### config.mk
export PLATFORM = sky130hd
export DESIGN_NAME = timestamp_playout_buffer
export DESIGN_NICKNAME = d
export VERILOG_FILES = /design/src/design/tpb_pkg.sv /design/src/design/timestamp_playout_buffer.sv
export SDC_FILE = /design/constraint.sdc
export NUM_CORES = 2
export LEC_CHECK = 0
export ABC_AREA = 1
export BUFFER_PORTS_ARGS = -buffer_cell sky130_fd_sc_hd__buf_2
export CORE_MARGIN = 2
export CORE_UTILIZATION = 43
export CTS_CLUSTER_SIZE = 14
export DETAILED_ROUTE_END_ITERATION = 16
export GPL_ROUTABILITY_DRIVEN = 0
export PLACE_DENSITY = 0.63
export SLEW_MARGIN = 20
export SYNTH_ARGS = -nofsm -noshare
export SYNTH_HDL_FRONTEND = slang
export SYNTH_SLANG_ARGS = --single-unit
### constraint.sdc
create_clock -name clk -period 7.4 [get_ports clk]
set_input_delay 0.74 -clock clk [delete_from_list [all_inputs] [get_ports clk]]
set_output_delay 0.74 -clock clk [all_outputs]
set_load 0.02 [all_outputs]
### src/design/tpb_pkg.sv
// Package for the timestamp playout buffer.
// Holds the command codes and the layout of one stored entry; no dependencies.
package tpb_pkg;

  localparam logic [1:0] KIND_INSERT = 2'd0;
  localparam logic [1:0] KIND_TICK   = 2'd1;
  localparam logic [1:0] KIND_POLL   = 2'd2;

  localparam logic [15:0] DELAY_RESET = 16'd500;

  typedef struct packed {
    logic [31:0] stamp;
    logic [31:0] arrival;
    logic        video;
    logic [15:0] nominal;
  } entry_t;

endpackage

### src/design/timestamp_playout_buffer.sv
// Timestamp playout buffer: entry store scanned one entry per cycle by a sequencer.
// Tick, full-store insert and empty-store poll stay idle; an insert scans every entry, and a
// poll scans, evaluates and, on a release, waits out any output stall and refills the slot.
// in_tready stays low while an insert or poll is in progress.
// Reset (rst_n low, synchronous) empties the store, clears clock, anchors and stream history,
// and sets the playout delay to 500 ms; entry contents are not cleared.
module timestamp_playout_buffer #(
  parameter int DEPTH = 32
) (
  input  logic          clk,
  input  logic          rst_n,
  input  logic          in_tvalid,
  output logic          in_tready,
  input  logic [47:0]   in_tdata,   // decode_stamp[31:0], nominal_interval[47:32]
  input  logic [2:0]    in_tuser,   // kind[1:0], is_video[2]
  output logic          out_tvalid,
  input  logic          out_tready,
  output logic [111:0]  out_tdata,  // released_stamp[31:0], released_nominal[47:32],
                                    // measured_interval[79:48], hold_time[111:80]
  output logic [0:0]    out_tuser,  // released_video[0]
  input  logic          cfg_valid,
  output logic          cfg_ready,
  input  logic [15:0]   cfg_data
);

  localparam int AW = (DEPTH > 1) ? $clog2(DEPTH) : 1;
  localparam int CW = AW + 1;

  typedef enum logic [2:0] {
    S_IDLE, S_SCAN, S_EVAL0, S_EVAL1, S_EVAL2, S_EMIT, S_MOVE_RD, S_MOVE_WR
  } state_t;

  state_t state_r;

  tpb_pkg::entry_t mem [DEPTH];
  tpb_pkg::entry_t rd_data_r;
  tpb_pkg::entry_t wr_data;
  logic [AW-1:0]   rd_addr;
  logic [AW-1:0]   wr_addr;
  logic            mem_we;

  logic [31:0] clock_r;
  logic [CW-1:0] count_r;
  logic [CW-1:0] idx_r;
  logic [AW-1:0] cmp_idx_r;
  logic          cmp_valid_r;
  logic          cmp_first_r;
  logic          dup_r;
  logic          op_poll_r;
  logic [15:0]   delay_r;
  logic [31:0]   anchor_stamp_r;
  logic [31:0]   anchor_time_r;
  logic [31:0]   last_audio_r;
  logic [31:0]   last_video_r;
  logic [31:0]   diff_r;
  logic [31:0]   sum_r;

  tpb_pkg::entry_t pend_r;
  tpb_pkg::entry_t best_r;
  logic [AW-1:0]   best_idx_r;

  logic          out_tvalid_r;
  logic [111:0]  out_tdata_r;
  logic [0:0]    out_tuser_r;

  logic          issue;
  logic          in_beat;
  logic [1:0]    in_kind;
  logic          anchor_zero;
  logic [31:0]   last_sel;
  logic [31:0]   gap;
  logic          emit;

  assign in_tready  = (state_r == S_IDLE);
  assign in_beat    = in_tvalid && in_tready;
  assign in_kind    = in_tuser[1:0];
  assign cfg_ready  = 1'b1;
  assign out_tvalid = out_tvalid_r;
  assign out_tdata  = out_tdata_r;
  assign out_tuser  = out_tuser_r;

  assign issue       = (state_r == S_SCAN) && (idx_r < count_r);
  assign anchor_zero = (anchor_stamp_r == 32'd0) && (anchor_time_r == 32'd0);
  assign last_sel    = best_r.video ? last_video_r : last_audio_r;
  assign gap         = (last_sel == 32'd0) ? 32'd0 : best_r.arrival - last_sel;
  assign emit        = (state_r == S_EMIT) && (!out_tvalid_r || out_tready);

  always_comb begin
    rd_addr = idx_r[AW-1:0];
    if (state_r == S_MOVE_RD) begin
      rd_addr = count_r[AW-1:0];
    end
    mem_we  = 1'b0;
    wr_addr = best_idx_r;
    wr_data = rd_data_r;
    if (state_r == S_MOVE_WR) begin
      mem_we = 1'b1;
    end else if (state_r == S_SCAN && !op_poll_r && !issue && !cmp_valid_r && !dup_r) begin
      mem_we  = 1'b1;
      wr_addr = count_r[AW-1:0];
      wr_data = pend_r;
    end
  end

  always_ff @(posedge clk) begin
    if (mem_we) begin
      mem[wr_addr] <= wr_data;
    end
    rd_data_r <= mem[rd_addr];
  end

  always_ff @(posedge clk) begin
    if (!rst_n) begin
      state_r        <= S_IDLE;
      clock_r        <= 32'd0;
      count_r        <= '0;
      idx_r          <= '0;
      cmp_valid_r    <= 1'b0;
      dup_r          <= 1'b0;
      op_poll_r      <= 1'b0;
      delay_r        <= tpb_pkg::DELAY_RESET;
      anchor_stamp_r <= 32'd0;
      anchor_time_r  <= 32'd0;
      last_audio_r   <= 32'd0;
      last_video_r   <= 32'd0;
      out_tvalid_r   <= 1'b0;
    end else begin
      if (cfg_valid && cfg_ready) begin
        delay_r <= cfg_data;
      end
      if (emit) begin
        out_tvalid_r <= 1'b1;
      end else if (out_tvalid_r && out_tready) begin
        out_tvalid_r <= 1'b0;
      end
      cmp_valid_r <= issue;
      cmp_first_r <= (idx_r == '0);
      cmp_idx_r   <= idx_r[AW-1:0];

      unique case (state_r)
        S_IDLE: begin
          if (in_beat) begin
            pend_r.stamp   <= in_tdata[31:0];
            pend_r.arrival <= clock_r;
            pend_r.video   <= in_tuser[2];
            pend_r.nominal <= in_tdata[47:32];
            idx_r          <= '0;
            dup_r          <= 1'b0;
            case (in_kind)
              tpb_pkg::KIND_INSERT: begin
                op_poll_r <= 1'b0;
                if (count_r < CW'(DEPTH)) begin
                  state_r <= S_SCAN;
                end
              end
              tpb_pkg::KIND_TICK: clock_r <= clock_r + 32'd1;
              tpb_pkg::KIND_POLL: begin
                op_poll_r <= 1'b1;
                if (count_r != '0) begin
                  state_r <= S_SCAN;
                end
              end
              default: ;
            endcase
          end
        end
        S_SCAN: begin
          if (cmp_valid_r) begin
            if (op_poll_r) begin
              if (cmp_first_r || (rd_data_r.stamp < best_r.stamp)) begin
                best_r     <= rd_data_r;
                best_idx_r <= cmp_idx_r;
              end
            end else if (rd_data_r.stamp == pend_r.stamp) begin
              dup_r <= 1'b1;
            end
          end
          if (issue) begin
            idx_r <= idx_r + CW'(1);
          end else if (!cmp_valid_r) begin
            if (op_poll_r) begin
              state_r <= S_EVAL0;
            end else begin
              if (!dup_r) begin
                count_r <= count_r + CW'(1);
              end
              state_r <= S_IDLE;
            end
          end
        end
        S_EVAL0: begin
          if (anchor_zero) begin
            anchor_stamp_r <= best_r.stamp;
            anchor_time_r  <= clock_r;
            diff_r         <= 32'd0;
          end else begin
            diff_r <= best_r.stamp - anchor_stamp_r;
          end
          state_r <= S_EVAL1;
        end
        S_EVAL1: begin
          sum_r   <= diff_r + anchor_time_r;
          state_r <= S_EVAL2;
        end
        S_EVAL2: begin
          if ((sum_r + {16'd0, delay_r}) < clock_r) begin
            state_r <= S_EMIT;
          end else begin
            state_r <= S_IDLE;
          end
        end
        S_EMIT: begin
          if (emit) begin
            out_tdata_r  <= {clock_r - best_r.arrival, gap, best_r.nominal, best_r.stamp};
            out_tuser_r  <= best_r.video;
            if (best_r.video) begin
              last_video_r <= best_r.arrival;
            end else begin
              last_audio_r <= best_r.arrival;
            end
            count_r <= count_r - CW'(1);
            state_r <= S_MOVE_RD;
          end
        end
        S_MOVE_RD: state_r <= S_MOVE_WR;
        S_MOVE_WR: state_r <= S_IDLE;
        default:   state_r <= S_IDLE;
      endcase
    end
  end

endmodule

==> metrics <==
worst hold-check path type=in -> reg; Synth Warn #=0; maximum fanout encountered on the critical timing path=110; count of buffers inserted at the top-level ports=between 150 and 200; number of antenna cells inserted=0; crit path capture type=flop; largest clock skew in the final design=0.0850 ns; post-route fraction of the period consumed by the critical path=a little over two thirds; clock input transition at the sequential cells of the worst setup and hold paths=about 0.060 ns; iteration count of the initial detailed-routing pass=8; slowest library cell on the worst path=sky130_fd_sc_hd__nand2_8; Final Slew Violations=0; commonest non-fill, non-tap cell in the layout=sky130_fd_sc_hd__nand2_1; global routing usage summed across all routing layers=25.0%; worst relative slew slack=a little under an eighth; DRC violations left=0; final non-filler cell area=between 0.15 and 0.2 sq mm; GRT Residual Overflow=0; combined area of all synthesized cells=0.138 sq mm; antenna violations before repair=8; IO Count=around 190; post-route setup TNS=0 ns; mean instance size in the synthesized netlist=~11 sq um; leakage=around 0.057 uW; Antenna Nets Post-Route=0; Synth Flop Type=sky130_fd_sc_hd__edfxtp_1; drt via density=5.67; vias in the first global route=between 90000 and 100k; most prevalent standard cell on the critical path=sky130_fd_sc_hd__nand3_1; met2 usage=39.7%; placeable core region=0.321 sq mm; distinct cell type count of the synthesized netlist=49; placed wire-length estimate=roughly 220 mm; Post-layout nets=approximately 13000; status=finished clean; highest-count cells in the layout ignoring fill and taps=sky130_fd_sc_hd__nand2_1 (3118), sky130_fd_sc_hd__nand3_1 (3034), sky130_fd_sc_hd__edfxtp_1 (2942); required time of the critical path=approximately 8.2 ns; transition time at the pin with the least slew margin=roughly 1.3 ns; average wire per standard cell=24.1 um; class of the most critical setup path=reg -> reg; clock buffers created by TritonCTS=about 340; Post-synth EDFFs=2942; total setup violations reported at the end of the flow=0; met1 usage in global routing=roughly a third; Clk Latency, worst-skew pair=slightly below 1 ns; share of post-route cells with drive strength above 1=under 10%; max-cap viol count=0; final worst hold slack=about 0.035 ns; endpoint arrival time on the critical path=approximately 6.0 ns; Std-Cell Rows=about 210; maximum vdd ir drop=between 200 and 250 uV; wire length of the first global-routing pass=between 600 and 700 mm; DIE HEIGHT=571 um; number of DRC violations after detailed-routing iteration 0=~13000; Final Hold Fails=0; worst path cell trace=inv_2 -> nand3_2 -> nand2_8 -> nand2_8 -> buf_4 -> buf_4 -> nand2_1 -> nand3_1 -> nand3_1 -> nand3_1 -> nand3_1 -> nand2_1; Initial Utilization=about 43%; category of the worst setup path launch point=flop; Fmax=about 0.19 GHz; number of buffers and inverters on the critical path=3; die area=0.326 sq mm; GRT met3 Usage=around 3.9%; total wirelength of the detailed-routed design=roughly 420 mm; Final Power=approximately 40000 uW; TritonCTS clock tree=built; area added between synthesis and finish=12.7%; overall die width=571 um; CTS root buffer=sky130_fd_sc_hd__clkbuf_16; pin count of the biggest net entering global routing=215; global-route layer with the greatest usage=met2; buffer levels on the longest clock path=4; # resized after CTS=0; family with the most delay on the worst path=simple AND/OR/NAND/NOR gates; vias=between 90000 and 100k; post-synthesis sequential element count=3218; max incr delay on CP=around 0.9 ns; Async S/R FF share, synth=0%; total power density per cell area=between 200 and 300 mW/mm^2; final critical-path required period=just over 5 ns; Post-Synthesis Net Count=around 13000; CTS sink count=3218; Cell Area, Placed=~0.14 sq mm; unrepaired setup endpoints after global routing=no; sequential share of the synthesized area=67.9%; count of H-tree levels built during CTS=5; gate count of the mapped netlist=around 13000
-- logic make-up (layout without fill, tap and decap cells) --
group           count (synthesis)  after routing  share of synthesized area, %
simple gates                 6857           6857                          21.9
other cells                     1              1                       0.00271
buf+inv                      1440           1786                          4.32
mux                            58             58                         0.469
xor+xnor                      116            116                         0.734
compound gates                697            697                          2.66
flops                        3218           3218                          67.9
fa+ha+maj                     220            220                          2.02
-- cells in the mapped netlist, types with 4 or more instances --
| cell | instances | area share [%] |
|---|---|---|
| sky130_fd_sc_hd__edfxtp_1 | 2942 | 64 |
| sky130_fd_sc_hd__nand3b_1 | 108 | 0.59 |
| sky130_fd_sc_hd__or2_2 | 7 | 0.032 |
| sky130_fd_sc_hd__a21boi_0 | 9 | 0.049 |
| sky130_fd_sc_hd__clkbuf_1 | 261 | 0.71 |
| sky130_fd_sc_hd__xor2_1 | 92 | 0.58 |
| sky130_fd_sc_hd__buf_6 | 4 | 0.033 |
| sky130_fd_sc_hd__dfxtp_1 | 276 | 4.0 |
| sky130_fd_sc_hd__inv_2 | 7 | 0.019 |
| sky130_fd_sc_hd__xnor2_1 | 24 | 0.15 |
| sky130_fd_sc_hd__a31oi_1 | 10 | 0.045 |
| sky130_fd_sc_hd__a21o_1 | 15 | 0.081 |
| sky130_fd_sc_hd__nand4_1 | 52 | 0.24 |
| sky130_fd_sc_hd__fa_1 | 6 | 0.087 |
| sky130_fd_sc_hd__o21ai_1 | 7 | 0.025 |
| sky130_fd_sc_hd__nand3_2 | 5 | 0.036 |
| sky130_fd_sc_hd__inv_1 | 746 | 2.0 |
| sky130_fd_sc_hd__nor2_1 | 434 | 1.2 |
| sky130_fd_sc_hd__ha_1 | 214 | 1.9 |
| sky130_fd_sc_hd__nand2_1 | 3118 | 8.5 |
| sky130_fd_sc_hd__o21ai_2 | 5 | 0.032 |
| sky130_fd_sc_hd__buf_4 | 30 | 0.16 |
| sky130_fd_sc_hd__nand3_1 | 3034 | 11 |
| sky130_fd_sc_hd__nor4_1 | 15 | 0.068 |
| sky130_fd_sc_hd__mux2_2 | 55 | 0.45 |
| sky130_fd_sc_hd__o21bai_1 | 22 | 0.12 |
| sky130_fd_sc_hd__o21a_1 | 11 | 0.060 |
| sky130_fd_sc_hd__buf_2 | 345 | 1.2 |
| sky130_fd_sc_hd__o21ai_0 | 240 | 0.87 |
| sky130_fd_sc_hd__nor3b_1 | 4 | 0.022 |
| sky130_fd_sc_hd__a21oi_1 | 371 | 1.3 |
| sky130_fd_sc_hd__buf_1 | 45 | 0.12 |
| sky130_fd_sc_hd__nand2_2 | 6 | 0.027 |
| sky130_fd_sc_hd__nor3_1 | 59 | 0.21 |
-- power breakdown --
| part | leakage [uW] | internal, uW | switching, uW |
|---|---|---|---|
| registers | 0.0288 | 20300 | 105 |
| logic | 0.0226 | 516 | 1720 |
| clock network | 0.00551 | 10200 | 7200 |
-- flip-flops by register name, summed over array words and instances (netlist names), 6 cells and up --
| signal | count |
|---|---|
| anchor_stamp_r | 32 |
| anchor_time_r | 32 |
| best_r | 81 |
| clock_r | 32 |
| count_r | 6 |
| delay_r | 16 |
| diff_r | 32 |
| idx_r | 6 |
| last_audio_r | 32 |
| last_video_r | 32 |
| mem | 2592 |
| out_tdata | 112 |
| pend_r | 81 |
| rd_data_r | 81 |
| sum_r | 32 |
-- cell type report --
cell class,count,area [sq um]
fillers,28553,165000
flip-flops and latches,3218,93900
multi-input cells,7949,39000
clock buffers,462,9430
well taps,4305,5390
repair buffers,405,3410
inverters,755,2860
clock inverters,164,1910
-- per-stage QoR --
step                util [%]  setup WS [ns]  instances
floorplan                  -          0.828      12607
global placement        44.9           2.41      16584
detailed placement      44.9           2.41      16587
CTS                     48.6           2.33      17255
global route            48.6           1.94      17258
finish                  48.6           2.26      17258
-- routing by layer --
| metal | wire length, um | share of wire (%) | up-vias |
|---|---|---|---|
| met3 | 39600 | 9.5 | 767 |
| met5 | 68 | 0.016 | - |
| met4 | 14600 | 3.5 | 10 |
| li1 | - | - | 44322 |
| met2 | 192000 | 46 | 4930 |
| met1 | 171000 | 41 | 47747 |
-- final timing paths --
| kind | start | endpoint | slack, ns | cells after the start |
|---|---|---|---|---|
| worst min-delay path | in_tdata[40] | pend_r[8]$_DFFE_PP_ | 0.04 | 1 |
| worst min register to register | best_r[5]$_DFFE_PP_ | out_tdata[37]$_DFFE_PP_ | 0.41 | 0 |
| worst max-delay path | state_r[0]$_SDFFE_PN0P_ | rd_data_r[51]$_DFF_P_ | 2.26 | 12 |
| worst max register to register | state_r[0]$_SDFFE_PN0P_ | rd_data_r[51]$_DFF_P_ | 2.26 | 12 |
-- what timing repair did --
action                    in CTS  in global routing
buffers inserted               0                  0
hold endpoints to repair      42                  0
hold buffers                  42                  0
No activity file was read; power rests on OpenSTA's default activity.
